### config.mk
export PLATFORM = sky130hd
export DESIGN_NAME = link_keepalive_reconnect_controller
export DESIGN_NICKNAME = d
export VERILOG_FILES = /design/src/rtl/lkrc_pkg.sv /design/src/rtl/lkrc_cfg.sv /design/src/rtl/lkrc_step.sv /design/src/rtl/link_keepalive_reconnect_controller.sv
export SDC_FILE = /design/constraint.sdc
export NUM_CORES = 2
export LEC_CHECK = 0
export BUFFER_PORTS_ARGS = -buffer_cell sky130_fd_sc_hd__buf_4
export CAP_MARGIN = 20
export CORE_ASPECT_RATIO = 0.75
export CORE_MARGIN = 4
export CORE_UTILIZATION = 50
export CTS_CLUSTER_SIZE = 28
export DETAILED_ROUTE_END_ITERATION = 7
export PLACE_DENSITY = 0.64
export SYNTH_ARGS = -nofsm -noshare
export SYNTH_HDL_FRONTEND = slang
export SYNTH_SLANG_ARGS = --single-unit
### constraint.sdc
create_clock -name i_clk -period 7.95 [get_ports i_clk]
set_input_delay 1.1925 -clock i_clk [delete_from_list [all_inputs] [get_ports i_clk]]
set_output_delay 1.1925 -clock i_clk [all_outputs]
set_load 0.01 [all_outputs]
### src/rtl/lkrc_pkg.sv
// Shared types, codes and time helpers for the link keepalive reconnect controller.
// No dependencies; every rtl file imports it.
package lkrc_pkg;

    localparam int TIME_BITS  = 48;
    localparam int CFG_BITS   = 31;
    localparam int ATT_BITS   = 16;
    localparam int KIND_BITS  = 3;
    localparam int STAT_BITS  = 3;
    localparam int MODE_BITS  = 2;
    localparam int IDX_BITS   = 3;

    // event kinds
    localparam logic [KIND_BITS-1:0] KIND_TICK    = 3'd0;
    localparam logic [KIND_BITS-1:0] KIND_CONNECT = 3'd1;
    localparam logic [KIND_BITS-1:0] KIND_LOGIN   = 3'd2;
    localparam logic [KIND_BITS-1:0] KIND_FRAME   = 3'd3;
    localparam logic [KIND_BITS-1:0] KIND_SEND    = 3'd4;
    localparam logic [KIND_BITS-1:0] KIND_LOST    = 3'd5;

    // link modes
    localparam logic [MODE_BITS-1:0] MODE_DOWN  = 2'd0;
    localparam logic [MODE_BITS-1:0] MODE_LOGIN = 2'd1;
    localparam logic [MODE_BITS-1:0] MODE_READY = 2'd2;

    // status codes
    localparam logic [STAT_BITS-1:0] ST_OK      = 3'd0;
    localparam logic [STAT_BITS-1:0] ST_IO      = 3'd1;
    localparam logic [STAT_BITS-1:0] ST_NOLOGIN = 3'd2;
    localparam logic [STAT_BITS-1:0] ST_DUP     = 3'd3;
    localparam logic [STAT_BITS-1:0] ST_QFULL   = 3'd4;

    // register indexes
    localparam logic [IDX_BITS-1:0] REG_HB_INTERVAL = 3'd0;
    localparam logic [IDX_BITS-1:0] REG_IDLE_TO     = 3'd1;
    localparam logic [IDX_BITS-1:0] REG_LOGIN_TO    = 3'd2;
    localparam logic [IDX_BITS-1:0] REG_BACKOFF_MIN = 3'd3;
    localparam logic [IDX_BITS-1:0] REG_BACKOFF_MAX = 3'd4;

    // register reset values
    localparam logic [CFG_BITS-1:0] RST_HB_INTERVAL = 31'd5000;
    localparam logic [CFG_BITS-1:0] RST_IDLE_TO     = 31'd15000;
    localparam logic [CFG_BITS-1:0] RST_LOGIN_TO    = 31'd5000;
    localparam logic [CFG_BITS-1:0] RST_BACKOFF_MIN = 31'd200;
    localparam logic [CFG_BITS-1:0] RST_BACKOFF_MAX = 31'd30000;

    localparam logic [CFG_BITS-1:0] CFG_ALL_ONES = {CFG_BITS{1'b1}};
    localparam logic [ATT_BITS-1:0] ATT_MAX      = {ATT_BITS{1'b1}};

    typedef struct packed {
        logic [CFG_BITS-1:0] hb_interval;
        logic [CFG_BITS-1:0] idle_to;
        logic [CFG_BITS-1:0] login_to;
        logic [CFG_BITS-1:0] backoff_min;
        logic [CFG_BITS-1:0] backoff_max;
    } t_cfg;

    typedef struct packed {
        logic [MODE_BITS-1:0] link_mode;
        logic [TIME_BITS-1:0] retry_time;
        logic [TIME_BITS-1:0] last_sent;
        logic [TIME_BITS-1:0] last_rcvd;
        logic [TIME_BITS-1:0] login_start;
        logic [CFG_BITS-1:0]  backoff;
        logic [ATT_BITS-1:0]  attempts;
    } t_state;

    typedef struct packed {
        logic [KIND_BITS-1:0] kind;
        logic [TIME_BITS-1:0] now_ms;
        logic                 login_accepted;
        logic                 queue_full;
    } t_item;

    typedef struct packed {
        logic [STAT_BITS-1:0] status;
        logic [MODE_BITS-1:0] link_state;
        logic                 should_connect;
        logic [CFG_BITS-1:0]  retry_in;
        logic                 send_heartbeat;
        logic                 send_login;
        logic [ATT_BITS-1:0]  attempt_count;
    } t_res;

    // True when the wrapped time since stamp has reached thr; now behind stamp counts as zero.
    function automatic logic f_elapsed_ge(
        input logic [TIME_BITS-1:0] now,
        input logic [TIME_BITS-1:0] stamp,
        input logic [CFG_BITS-1:0]  thr
    );
        logic [TIME_BITS-1:0] diff;
        logic [TIME_BITS-1:0] elapsed;
        diff    = now - stamp;
        elapsed = diff[TIME_BITS-1] ? '0 : diff;
        return elapsed >= {{(TIME_BITS-CFG_BITS){1'b0}}, thr};
    endfunction

endpackage

### src/rtl/lkrc_cfg.sv
// Configuration register file: timeouts, heartbeat interval and backoff bounds.
// Depends on lkrc_pkg.
module lkrc_cfg (
    input  logic                          i_clk,
    input  logic                          i_rst_n,
    input  logic                          i_cfg_we,
    input  logic [lkrc_pkg::IDX_BITS-1:0] i_cfg_idx,
    input  logic [lkrc_pkg::CFG_BITS-1:0] i_cfg_data,
    output lkrc_pkg::t_cfg                o_cfg
);
    import lkrc_pkg::*;

    t_cfg r_cfg;

    always_ff @(posedge i_clk) begin
        if (!i_rst_n) begin
            r_cfg.hb_interval <= RST_HB_INTERVAL;
            r_cfg.idle_to     <= RST_IDLE_TO;
            r_cfg.login_to    <= RST_LOGIN_TO;
            r_cfg.backoff_min <= RST_BACKOFF_MIN;
            r_cfg.backoff_max <= RST_BACKOFF_MAX;
        end else if (i_cfg_we) begin
            unique case (i_cfg_idx)
                REG_HB_INTERVAL: r_cfg.hb_interval <= i_cfg_data;
                REG_IDLE_TO:     r_cfg.idle_to     <= i_cfg_data;
                REG_LOGIN_TO:    r_cfg.login_to    <= i_cfg_data;
                REG_BACKOFF_MIN: r_cfg.backoff_min <= i_cfg_data;
                REG_BACKOFF_MAX: r_cfg.backoff_max <= i_cfg_data;
                default: begin
                    // writes beyond the register list are dropped
                end
            endcase
        end
    end

    assign o_cfg = r_cfg;

endmodule

### src/rtl/lkrc_step.sv
// Per-event next-state and result logic of the session liveness controller.
// Depends on lkrc_pkg.
module lkrc_step (
    input  lkrc_pkg::t_state i_state,
    input  lkrc_pkg::t_item  i_item,
    input  lkrc_pkg::t_cfg   i_cfg,
    output lkrc_pkg::t_state o_next,
    output lkrc_pkg::t_res   o_res
);
    import lkrc_pkg::*;

    logic                 idle_hit;
    logic                 login_hit;
    logic                 hb_hit;
    logic                 drop;
    logic [STAT_BITS-1:0] status;
    logic                 hb;
    logic                 lg;
    t_state               mid;
    logic [CFG_BITS:0]    dbl;
    logic [TIME_BITS-1:0] since_retry;
    logic [TIME_BITS-1:0] to_retry;

    assign idle_hit  = f_elapsed_ge(i_item.now_ms, i_state.last_rcvd, i_cfg.idle_to);
    assign login_hit = f_elapsed_ge(i_item.now_ms, i_state.login_start, i_cfg.login_to);
    assign hb_hit    = f_elapsed_ge(i_item.now_ms, i_state.last_sent, i_cfg.hb_interval);

    // event decode
    always_comb begin
        mid    = i_state;
        drop   = 1'b0;
        status = ST_OK;
        hb     = 1'b0;
        lg     = 1'b0;
        unique case (i_item.kind)
            KIND_TICK: begin
                if (i_state.link_mode != MODE_DOWN) begin
                    priority if (idle_hit) begin
                        drop   = 1'b1;
                        status = ST_IO;
                    end else if (i_state.link_mode == MODE_LOGIN) begin
                        if (login_hit) begin
                            drop   = 1'b1;
                            status = ST_NOLOGIN;
                        end
                    end else if (hb_hit) begin
                        if (i_item.queue_full) begin
                            drop   = 1'b1;
                            status = ST_QFULL;
                        end else begin
                            hb            = 1'b1;
                            mid.last_sent = i_item.now_ms;
                        end
                    end
                end
            end
            KIND_CONNECT: begin
                if (i_state.link_mode != MODE_DOWN) begin
                    status = ST_DUP;
                end else begin
                    mid.link_mode   = MODE_LOGIN;
                    mid.login_start = i_item.now_ms;
                    mid.last_rcvd   = i_item.now_ms;
                    mid.last_sent   = i_item.now_ms;
                    if (i_item.queue_full) begin
                        status = ST_QFULL;
                    end else begin
                        lg = 1'b1;
                    end
                end
            end
            KIND_LOGIN: begin
                if (i_state.link_mode == MODE_DOWN) begin
                    status = ST_NOLOGIN;
                end else begin
                    mid.last_rcvd = i_item.now_ms;
                    if (i_state.link_mode == MODE_LOGIN) begin
                        if (!i_item.login_accepted) begin
                            drop   = 1'b1;
                            status = ST_NOLOGIN;
                        end else begin
                            mid.link_mode = MODE_READY;
                            mid.attempts  = '0;
                            mid.backoff   = i_cfg.backoff_min;
                        end
                    end
                end
            end
            KIND_FRAME: begin
                if (i_state.link_mode == MODE_DOWN) begin
                    status = ST_NOLOGIN;
                end else begin
                    mid.last_rcvd = i_item.now_ms;
                end
            end
            KIND_SEND: begin
                if (i_state.link_mode != MODE_READY) begin
                    status = ST_NOLOGIN;
                end else if (i_item.queue_full) begin
                    status = ST_QFULL;
                end else begin
                    mid.last_sent = i_item.now_ms;
                end
            end
            KIND_LOST: begin
                drop   = (i_state.link_mode != MODE_DOWN);
                status = ST_IO;
            end
            default: begin
                // unused kinds leave everything as is
            end
        endcase
    end

    // drop: schedule the retry, count the attempt, double the backoff up to backoff_max
    assign dbl = {i_state.backoff, 1'b0};

    always_comb begin
        o_next = mid;
        if (drop) begin
            o_next.link_mode  = MODE_DOWN;
            o_next.retry_time = i_item.now_ms
                              + {{(TIME_BITS-CFG_BITS){1'b0}}, i_state.backoff};
            if (i_state.attempts != ATT_MAX) begin
                o_next.attempts = i_state.attempts + 1'b1;
            end
            if (i_state.backoff < i_cfg.backoff_max) begin
                if (i_state.backoff == '0 || dbl > {1'b0, i_cfg.backoff_max}) begin
                    o_next.backoff = i_cfg.backoff_max;
                end else begin
                    o_next.backoff = dbl[CFG_BITS-1:0];
                end
            end
        end
    end

    assign since_retry = i_item.now_ms - i_state.retry_time;
    assign to_retry    = i_state.retry_time - i_item.now_ms;

    // retry report; after a drop the distance to the new retry time is the old backoff
    always_comb begin
        o_res.status         = status;
        o_res.link_state     = o_next.link_mode;
        o_res.send_heartbeat = hb;
        o_res.send_login     = lg;
        o_res.attempt_count  = o_next.attempts;
        o_res.should_connect = 1'b0;
        o_res.retry_in       = '0;
        if (o_next.link_mode == MODE_DOWN) begin
            if (drop) begin
                o_res.should_connect = (i_state.backoff == '0);
                o_res.retry_in       = i_state.backoff;
            end else if (!since_retry[TIME_BITS-1]) begin
                o_res.should_connect = 1'b1;
            end else if (|to_retry[TIME_BITS-1:CFG_BITS]) begin
                o_res.retry_in = CFG_ALL_ONES;
            end else begin
                o_res.retry_in = to_retry[CFG_BITS-1:0];
            end
        end
    end

endmodule

### src/rtl/link_keepalive_reconnect_controller.sv
// Top level of the link keepalive reconnect controller: event register, state, result register.
// Depends on lkrc_pkg, lkrc_cfg and lkrc_step.
//
//   channel   handshake            payload
//   event     i_valid / o_ready    i_kind, i_now_ms, i_login_accepted, i_queue_full
//   result    o_valid / i_ready    o_status, o_link_state, o_should_connect, o_retry_in,
//                                  o_send_heartbeat, o_send_login, o_attempt_count
//   config    i_cfg_we             i_cfg_idx, i_cfg_data (write only, no wait)
//
// One event per cycle sustained while the result side is ready; each beat passes the event
// register, then the result register. Link state is updated in the same cycle the
// event moves into the result register, so consecutive events see each other's effect.
// o_ready stays high while the event register is empty or moving on; a stalled result
// holds both registers. Reset is synchronous and clears state, config and valid flags.
module link_keepalive_reconnect_controller (
    input  logic                           i_clk,
    input  logic                           i_rst_n,
    input  logic                           i_valid,
    output logic                           o_ready,
    input  logic [lkrc_pkg::KIND_BITS-1:0] i_kind,
    input  logic [lkrc_pkg::TIME_BITS-1:0] i_now_ms,
    input  logic                           i_login_accepted,
    input  logic                           i_queue_full,
    output logic                           o_valid,
    input  logic                           i_ready,
    output logic [lkrc_pkg::STAT_BITS-1:0] o_status,
    output logic [lkrc_pkg::MODE_BITS-1:0] o_link_state,
    output logic                           o_should_connect,
    output logic [lkrc_pkg::CFG_BITS-1:0]  o_retry_in,
    output logic                           o_send_heartbeat,
    output logic                           o_send_login,
    output logic [lkrc_pkg::ATT_BITS-1:0]  o_attempt_count,
    input  logic                           i_cfg_we,
    input  logic [lkrc_pkg::IDX_BITS-1:0]  i_cfg_idx,
    input  logic [lkrc_pkg::CFG_BITS-1:0]  i_cfg_data
);
    import lkrc_pkg::*;

    t_cfg   cfg;
    t_state r_state;
    t_state n_state;
    t_item  r_in;
    logic   r_in_vld;
    t_res   r_out;
    t_res   n_out;
    logic   r_out_vld;
    logic   adv;

    lkrc_cfg u_cfg (
        .i_clk      (i_clk),
        .i_rst_n    (i_rst_n),
        .i_cfg_we   (i_cfg_we),
        .i_cfg_idx  (i_cfg_idx),
        .i_cfg_data (i_cfg_data),
        .o_cfg      (cfg)
    );

    lkrc_step u_step (
        .i_state (r_state),
        .i_item  (r_in),
        .i_cfg   (cfg),
        .o_next  (n_state),
        .o_res   (n_out)
    );

    // advance the event register into the result register
    assign adv     = r_in_vld && (!r_out_vld || i_ready);
    assign o_ready = !r_in_vld || adv;

    always_ff @(posedge i_clk) begin
        if (!i_rst_n) begin
            r_in_vld <= 1'b0;
        end else if (o_ready) begin
            r_in_vld <= i_valid;
        end
    end

    always_ff @(posedge i_clk) begin
        if (o_ready && i_valid) begin
            r_in.kind           <= i_kind;
            r_in.now_ms         <= i_now_ms;
            r_in.login_accepted <= i_login_accepted;
            r_in.queue_full     <= i_queue_full;
        end
    end

    always_ff @(posedge i_clk) begin
        if (!i_rst_n) begin
            r_state.link_mode   <= MODE_DOWN;
            r_state.retry_time  <= '0;
            r_state.last_sent   <= '0;
            r_state.last_rcvd   <= '0;
            r_state.login_start <= '0;
            r_state.backoff     <= RST_BACKOFF_MIN;
            r_state.attempts    <= '0;
        end else if (adv) begin
            r_state <= n_state;
        end
    end

    always_ff @(posedge i_clk) begin
        if (!i_rst_n) begin
            r_out_vld <= 1'b0;
        end else if (adv) begin
            r_out_vld <= 1'b1;
        end else if (i_ready) begin
            r_out_vld <= 1'b0;
        end
    end

    always_ff @(posedge i_clk) begin
        if (adv) begin
            r_out <= n_out;
        end
    end

    assign o_valid          = r_out_vld;
    assign o_status         = r_out.status;
    assign o_link_state     = r_out.link_state;
    assign o_should_connect = r_out.should_connect;
    assign o_retry_in       = r_out.retry_in;
    assign o_send_heartbeat = r_out.send_heartbeat;
    assign o_send_login     = r_out.send_login;
    assign o_attempt_count  = r_out.attempt_count;

    // a waiting event holds while the result side is stalled
    a_in_hold: assert property (@(posedge i_clk) disable iff (!i_rst_n)
        r_in_vld && !adv |=> r_in_vld && $stable(r_in))
        else $error("event register changed while stalled");

    // the reported link state is the state register after the beat
    a_mode_match: assert property (@(posedge i_clk) disable iff (!i_rst_n)
        adv |=> o_link_state == r_state.link_mode && o_attempt_count == r_state.attempts)
        else $error("result disagrees with state register");

    // retry report only while down, and never both due and pending
    a_retry_down: assert property (@(posedge i_clk) disable iff (!i_rst_n)
        o_valid && (o_should_connect || o_retry_in != '0) |->
            o_link_state == MODE_DOWN && !(o_should_connect && o_retry_in != '0))
        else $error("retry report outside down state");

    // a heartbeat goes out only from ready with ok status
    a_hb_ready: assert property (@(posedge i_clk) disable iff (!i_rst_n)
        o_valid && o_send_heartbeat |-> o_link_state == MODE_READY && o_status == ST_OK)
        else $error("heartbeat outside ready state");

    // a login request goes out only on entering logging in
    a_login_req: assert property (@(posedge i_clk) disable iff (!i_rst_n)
        o_valid && o_send_login |-> o_link_state == MODE_LOGIN && o_status == ST_OK
            && !o_send_heartbeat)
        else $error("login request outside logging in");

endmodule

## Word-level counts from Yosys, hierarchy flattened

Cells that the tools add are included.

- Multipliers: 0
- Muxes and demuxes: 57
- Bitwise operators: 4
- Equality and inequality tests: 19
- Shifts and indexed selects: 0
- Add/sub/neg operators: 7
- Order comparisons: 5
- Div/mod/pow operators: 0
- Reductions and logical operators: 29

Operators by type and width:

| kind | count |
|---|---|
| $mux 47 | 8 |
| $mux 48 | 7 |
| $sub 48x48->48 | 5 |
| $ge 48x31->1 | 3 |
| $mux 144 | 1 |
| $pmux 48 s3 | 1 |
| $mux 31 | 4 |
| $pmux 48 s2 | 1 |
| $mux 50 | 1 |
| $add 48x31->48 | 1 |
| $gt 32x31->1 | 1 |
| $mux 32 | 1 |
| $logic_not 31->1 | 1 |
| $lt 31x31->1 | 1 |
| $mux 3 | 9 |
| $pmux 3 s6 | 1 |
| $reduce_or 17->1 | 1 |
| $add 16x1->16 const B | 1 |
| $mux 16 | 1 |
| $ne 16x16->1 const B | 1 |
| $mux 2 | 7 |
| $mux 1 | 13 |
| $eq 3x2->1 const B | 4 |
| $ne 2x2->1 const B | 6 |
| 20 further kinds | 41 |

- Memories: 0
- Latch bits: 0
- Input bits: 92
- Memory bits (read-only): 0
- RAM bits: 0
- Flip-flop bits (word level): 506

## Depth between registers and ports, before layout

- Word-level depth: 10
- Mapped depth: 33
- Mapped depth without buffers: 30

## Hierarchy

A second synthesis with hierarchy kept.

- Cell total of the unflattened synthesis: 5684
- Area total of the unflattened synthesis: 44300.0 um^2

By module, submodules not included:

| module | cells an instance | times used | area each (um^2) | seq. area each (um^2) |
|---|---|---|---|---|
| lkrc_step | 3964 | 1 | 25434.4 | 0.0 |
| link_keepalive_reconnect_controller | 1163 | 1 | 12988.7 | 8107.8 |
| lkrc_cfg | 557 | 1 | 5876.9 | 3103.0 |

## Worst setup path after synthesis

OpenSTA, ideal clock, no wires.

- Path kind: register to register
- Start point: reg r_in[26] (netlist name)
- End point: reg r_out (netlist bit o_retry_in[0]), data pin
- Period minus slack after synthesis: 6.663 ns
- Data required time: 7.692 ns
- Setup slack: 1.287 ns
- Stages on the path, launching flop included: 31
- Arrival: 6.405 ns
- Cell sequence: edfxtp_1 ha_1 clkbuf_1 a211oi_1 o211ai_1 a221o_1 a221o_1 a21oi_1 nand4b_1 a41o_1 a21oi_1 xnor2_1 clkbuf_1 nor2_1 ha_1 a21oi_1 nor2_1 a211oi_1 and3_1 o21ai_0 a21oi_1 nand4_1 a2111o_1 nor4_2 a32o_2 a21o_1 buf_2 and2_1 nand4_1 clkbuf_1 o221a_2

- Word-level cells in the longest chain between the ends: 10
- Elaborated cells on any way between the ends: 23
- Those cells by class: 5 x add/sub; 3 x order compare; 13 x mux; 2 x reduce/logical

Ends and longest elaborated chain:

| element | line | text |
|---|---|---|
| from (decl) | link_keepalive_reconnect_controller.sv:42 | `t_item r_in;` |
| $sub 48x48->48 | lkrc_pkg.sv:93 | `diff = now - stamp;` |
| $mux 47 | lkrc_pkg.sv:94 | `elapsed = diff[TIME_BITS-1] ? '0 : diff;` |
| $ge 48x31->1 | lkrc_pkg.sv:95 | `return elapsed >= {{(TIME_BITS-CFG_BITS){1'b0}}, thr};` |
| $mux 1 (on tied branches) | lkrc_step.sv:46, lkrc_step.sv:42 |  |
| $mux 1 | lkrc_step.sv:41 | `end else if (i_state.link_mode == MODE_LOGIN) begin` |
| $mux 1 | lkrc_step.sv:38 | `priority if (idle_hit) begin` |
| $mux 1 | lkrc_step.sv:37 | `if (i_state.link_mode != MODE_DOWN) begin` |
| $pmux 1 s3 | lkrc_step.sv:35 | `unique case (i_item.kind)` |
| $mux 50 | lkrc_step.sv:120 | `if (drop) begin` |
| $logic_not 2->1 | lkrc_step.sv:149 | `if (o_next.link_mode == MODE_DOWN) begin` |
| to (signal assigned) | link_keepalive_reconnect_controller.sv:113 | `r_out <= n_out;` |
| to (decl) | link_keepalive_reconnect_controller.sv:44 | `t_res r_out;` |

Several ways; a longest one is shown, not always the timed one.
A chain may end at the register's enable or synchronous reset.

## Final worst setup path

- Start point: reg r_in[26] (netlist name)
- End point: reg r_state[45] (netlist name)

- Word-level cells in the longest chain between the ends: 9
- Elaborated cells on any way between the ends: 16
- Those cells by class: 3 x add/sub; 3 x order compare; 10 x mux

Ends and longest elaborated chain:

| element | line | text |
|---|---|---|
| $sub 48x48->48 | lkrc_pkg.sv:93 |  |
| $mux 47 | lkrc_pkg.sv:94 |  |
| $ge 48x31->1 | lkrc_pkg.sv:95 |  |
| $mux 1 (on tied branches) | lkrc_step.sv:46, lkrc_step.sv:42 |  |
| $mux 1 | lkrc_step.sv:41 |  |
| $mux 1 * | lkrc_step.sv:38 |  |
| $mux 1 * | lkrc_step.sv:37 |  |
| $pmux 1 s3 * | lkrc_step.sv:35 |  |
| $mux 47 * | lkrc_step.sv:120 |  |
| to (signal assigned) | link_keepalive_reconnect_controller.sv:97 | `r_state <= n_state;` |
| to (decl) | link_keepalive_reconnect_controller.sv:40 | `t_state r_state;` |

Mark *: on every way between the ends. The rest lies on a longest branch, timed or not.

==> results_dict.tcl <==
set metrics [dict create \
    run_status "completed" \
    rows 87 \
    p_sw_frac 0.311 \
    crit_slowest_cell "edfxtp_1" \
    p_comb_frac 0.207 \
    synthFlopType "dfxtp_1" \
    seqPwrFrac 0.400 \
    syn_inst 4929 \
    final_cells 6067 \
    syn2layout_area_growth_pct 11.3 \
    grtUsageTotal 0.308 \
    clock_sinks 506 \
    r2r_slack_ns 0.43 \
    fmax_ghz 0.133 \
    grt_pass1_vias 32400 \
    crit_path_start_kind "flip-flop" \
    grt_remaining_overflow 0 \
    first_pass_iters 5 \
    start_util 0.506 \
    clkTransAtPathRegs_ns 0.06 \
    synth-compound-area-share 0.238 \
    die_x_um 327 \
    h-tree-depth 2 \
    cts_inserted_buffers 55 \
    critical_path_cell_count 26 \
    postCtsHoldBufs 0 \
    power_leakage_nw 16.6 \
    antenna_found_initial 5 \
    syn_area_per_cell_um2 7.73 \
    worstMarginPinSlew_ns 1.10 \
    clk_latency_ns 0.66 \
    grt_pass1_wl_um 196000 \
    drt_iter0_markers 3394 \
    rsz0062_at_grt "no" \
    p_int_mw 4.73 \
    wl_per_cell_um 21.3 \
    synthAdderAreaFrac 0.141 \
    final_max_slew_viol_count 0 \
    ios 149 \
    ant_nets 0 \
    clockRootBuffer "clkbuf_16" \
    finalHoldViolations 0 \
    cp_data_required_time_ns 8.42 \
    muxShareOfSynthArea 0.00726 \
    critPathCaptureType "flip-flop" \
    period_needed_ns 7.52 \
    remaining_drc_errors 0 \
    synthesis.area_um2 38100 \
    ys_warn_count 0 \
    core_um2 75300 \
    worstPathArrival_ns 7.98 \
    nets 5509 \
    rr_startpoint "r_in[26]$_DFFE_PP_" \
    finalCritPeriodShare 0.945 \
    ys_types 87 \
    yosys.area_share.simple 0.206 \
    vias 36000 \
    power_switching_mw 2.13 \
    async_flop_share 0 \
    maxCapViolations 0 \
    timing.rr.end "r_state[45]$_SDFFE_PN0P_" \
    finalClockSkew_ns 0.0238 \
    grt_max_degree 162 \
    critPathKind "flip-flop to flip-flop" \
    path_buf_inv 3 \
    p_per_area_nw_per_um2 162 \
    synth-seq-cells 506 \
    post_cts_buffers 0 \
    place.port_buffers 148 \
    synth_edf_count 108 \
    fin_setup_tns_ns 0 \
    setup_viol 0 \
    clockBufferDepth 3 \
    cp_max_fo 31 \
    synth_xor_xnor_area_share 0.0423 \
    fin_util 0.563 \
    place_inst 5955 \
    startpoint "r_in[26]$_DFFE_PP_" \
    syn_nets 5446 \
    max-vdd-ir-drop_mv 0.177 \
    die_height_um 247 \
    synth_top_family_by_area "compound AO/OA/AOI/OAI gates" \
    slew_headroom 0.265 \
    hold_class "flip-flop to flip-flop" \
    gp_congestion 0.941 \
    hpwl_um 97800 \
    path_delay_family "compound AO/OA/AOI/OAI gates" \
    yosysSeqAreaShare 0.294 \
    cp_slowest_stage_delay_ns 0.40 \
    cts_tree "built" \
    p_clk_frac 0.393 \
    drive_gt1_frac 0.104 \
    rr_worst_depth 26 \
    via_per_inst 5.94 \
    critPathCapture "r_state[45]$_SDFFE_PN0P_" \
    die_area_um2 80700 \
    drt-total-wl_um 129000 \
]
-- what timing repair did --
item | in CTS | in global routing
gates resized for setup | 0 | 5
setup endpoints to repair | 0 | 127
endpoints found under the hold margin | 0 | 0
-- worst min path at each step --
stage,start,end,slack [ns],cells after the start
final,r_state[123]$_SDFFE_PN0P_,r_state[123]$_SDFFE_PN0P_,0.45,2
after global routing,u_cfg.o_cfg[39]$_SDFFE_PN0P_,u_cfg.o_cfg[39]$_SDFFE_PN0P_,0.47,2
after CTS,r_state[123]$_SDFFE_PN0P_,r_state[123]$_SDFFE_PN0P_,0.45,2
after detailed placement,r_state[141]$_SDFFE_PN0P_,r_state[141]$_SDFFE_PN0P_,0.44,2
after global placement,u_cfg.o_cfg[36]$_SDFFE_PN0P_,u_cfg.o_cfg[36]$_SDFFE_PN0P_,0.44,2
after floorplan,r_state[100]$_SDFFE_PN0P_,r_state[100]$_SDFFE_PN0P_,0.43,2
-- sequential cells by signal, indices dropped and copies added, names as in the netlist, 2 cells and up --
register and flops:
r_state 241, u_cfg.o_cfg 155, r_in 53, o_retry_in 31
o_attempt_count 16, o_status 3, o_link_state 2
-- cell type report --
class                   instances  area (um^2)
fillers                      7240        32900
multi-input cells            3715        24300
flip-flops and latches        506        11200
repair buffers                260         2050
inverters                     454         1710
clock buffers                  75         1620
well taps                    1023         1280
clock inverters                29          245
diodes                          5         12.5
-- power by group through the flow --
| stage | Combinational [mW] | Clock, mW | Sequential, mW |
|---|---|---|---|
| after CTS | 1.39 | 2.74 | 2.75 |
| final | 1.42 | 2.70 | 2.75 |
| after floorplan | 0.902 | 0 | 2.80 |
| after detailed placement | 1.38 | 0 | 2.80 |
| after global placement | 1.38 | 0 | 2.80 |
| after global routing | 1.55 | 2.84 | 2.75 |
-- worst reg2reg max path: stages, from the launching register on --
cell	delay [ns]
edfxtp_1	0.40
ha_1	0.39
a211oi_1	0.34
o211ai_1	0.15
a221o_1	0.33
a221o_1	0.37
a21oi_1	0.15
nand4b_1	0.20
a41o_1	0.27
a21oi_1	0.34
xnor2_4	0.29
buf_4	0.26
nor2_1	0.05
ha_1	0.30
a2111oi_0	0.38
nand3_1	0.26
a21oi_2	0.31
nand4_1	0.12
a2111o_1	0.38
nor4_2	0.31
a32o_2	0.40
a21o_1	0.27
buf_4	0.24
a21oi_1	0.12
o21ai_2	0.13
buf_4	0.37
a2111oi_0	0.19
-- per-layer routing --
metal / GRT usage / part of all wire
met5: 0 / 0.00010
met4: 0.0896 / 0.029
met3: 0.0596 / 0.087
met2: 0.446 / 0.40
met1: 0.462 / 0.48
-- through the flow --
stage	total power, mW	worst slack [ns]	hold WS, ns	area [um^2]
after floorplan	3.71	1.29	0.432	38100
after global placement	4.18	0.397	0.439	40500
after detailed placement	4.19	0.294	0.444	40500
after CTS	6.87	0.231	0.452	42300
after global routing	7.15	0.0263	0.468	42400
final	6.87	0.435	0.450	42400
-- Yosys cell counts (10+ instances only) --
cell type,n,share of area
nand2_1,713,0.070
a21oi_1,535,0.070
inv_1,453,0.045
ha_1,420,0.14
dfxtp_1,398,0.21
nor2_1,283,0.028
o21ai_0,252,0.033
clkbuf_1,220,0.022
nand3_1,169,0.022
a21o_1,127,0.025
xnor2_1,114,0.026
edfxtp_1,108,0.085
nand2b_1,100,0.016
nand4_1,78,0.013
xor2_1,70,0.016
nor3_1,66,0.0087
o211ai_1,53,0.010
o31ai_1,53,0.010
nor2b_1,47,0.0077
nand3_2,41,0.011
a211oi_1,40,0.0079
a21oi_2,40,0.0092
o21a_1,40,0.0079
a31oi_1,39,0.0064
and3_1,37,0.0061
a221oi_1,34,0.0078
o221a_2,33,0.0098
nor4_1,32,0.0053
o21bai_1,30,0.0059
mux2i_1,22,0.0058
and2_1,20,0.0033
or3_1,18,0.0030
buf_2,16,0.0021
buf_1,13,0.0013
a21boi_0,11,0.0022
a2111oi_0,10,0.0023
and4_1,10,0.0023
o221ai_1,10,0.0023
or2_2,10,0.0016
-- placed cells by master, fill, tap and decap left out, types with 47 or more instances in the layout --
cell       instances
nand4_1           78
nand2b_1          99
ha_1             420
nand2_1          712
nor2_1           281
buf_4            251
inv_1            452
edfxtp_1         108
o21ai_0          252
nor2b_1           47
a21o_1           126
clkbuf_16         59
xnor2_1          113
nand3_1          168
xor2_1            70
a21oi_1          533
dfxtp_1          398
nor3_1            65
o211ai_1          53
o31ai_1           52
-- logic make-up (layout without fill, tap and decap cells) --
| family | Yosys count | count (layout) |
|---|---|---|
| fa+ha+maj | 425 | 425 |
| simple gates | 1660 | 1660 |
| compound gates | 1419 | 1419 |
| flops | 506 | 506 |
| buf+inv | 708 | 818 |
| other cells | 0 | 5 |
| xor+xnor | 184 | 184 |
| mux | 27 | 27 |
Note: power is estimated with default switching activity, not from simulation.
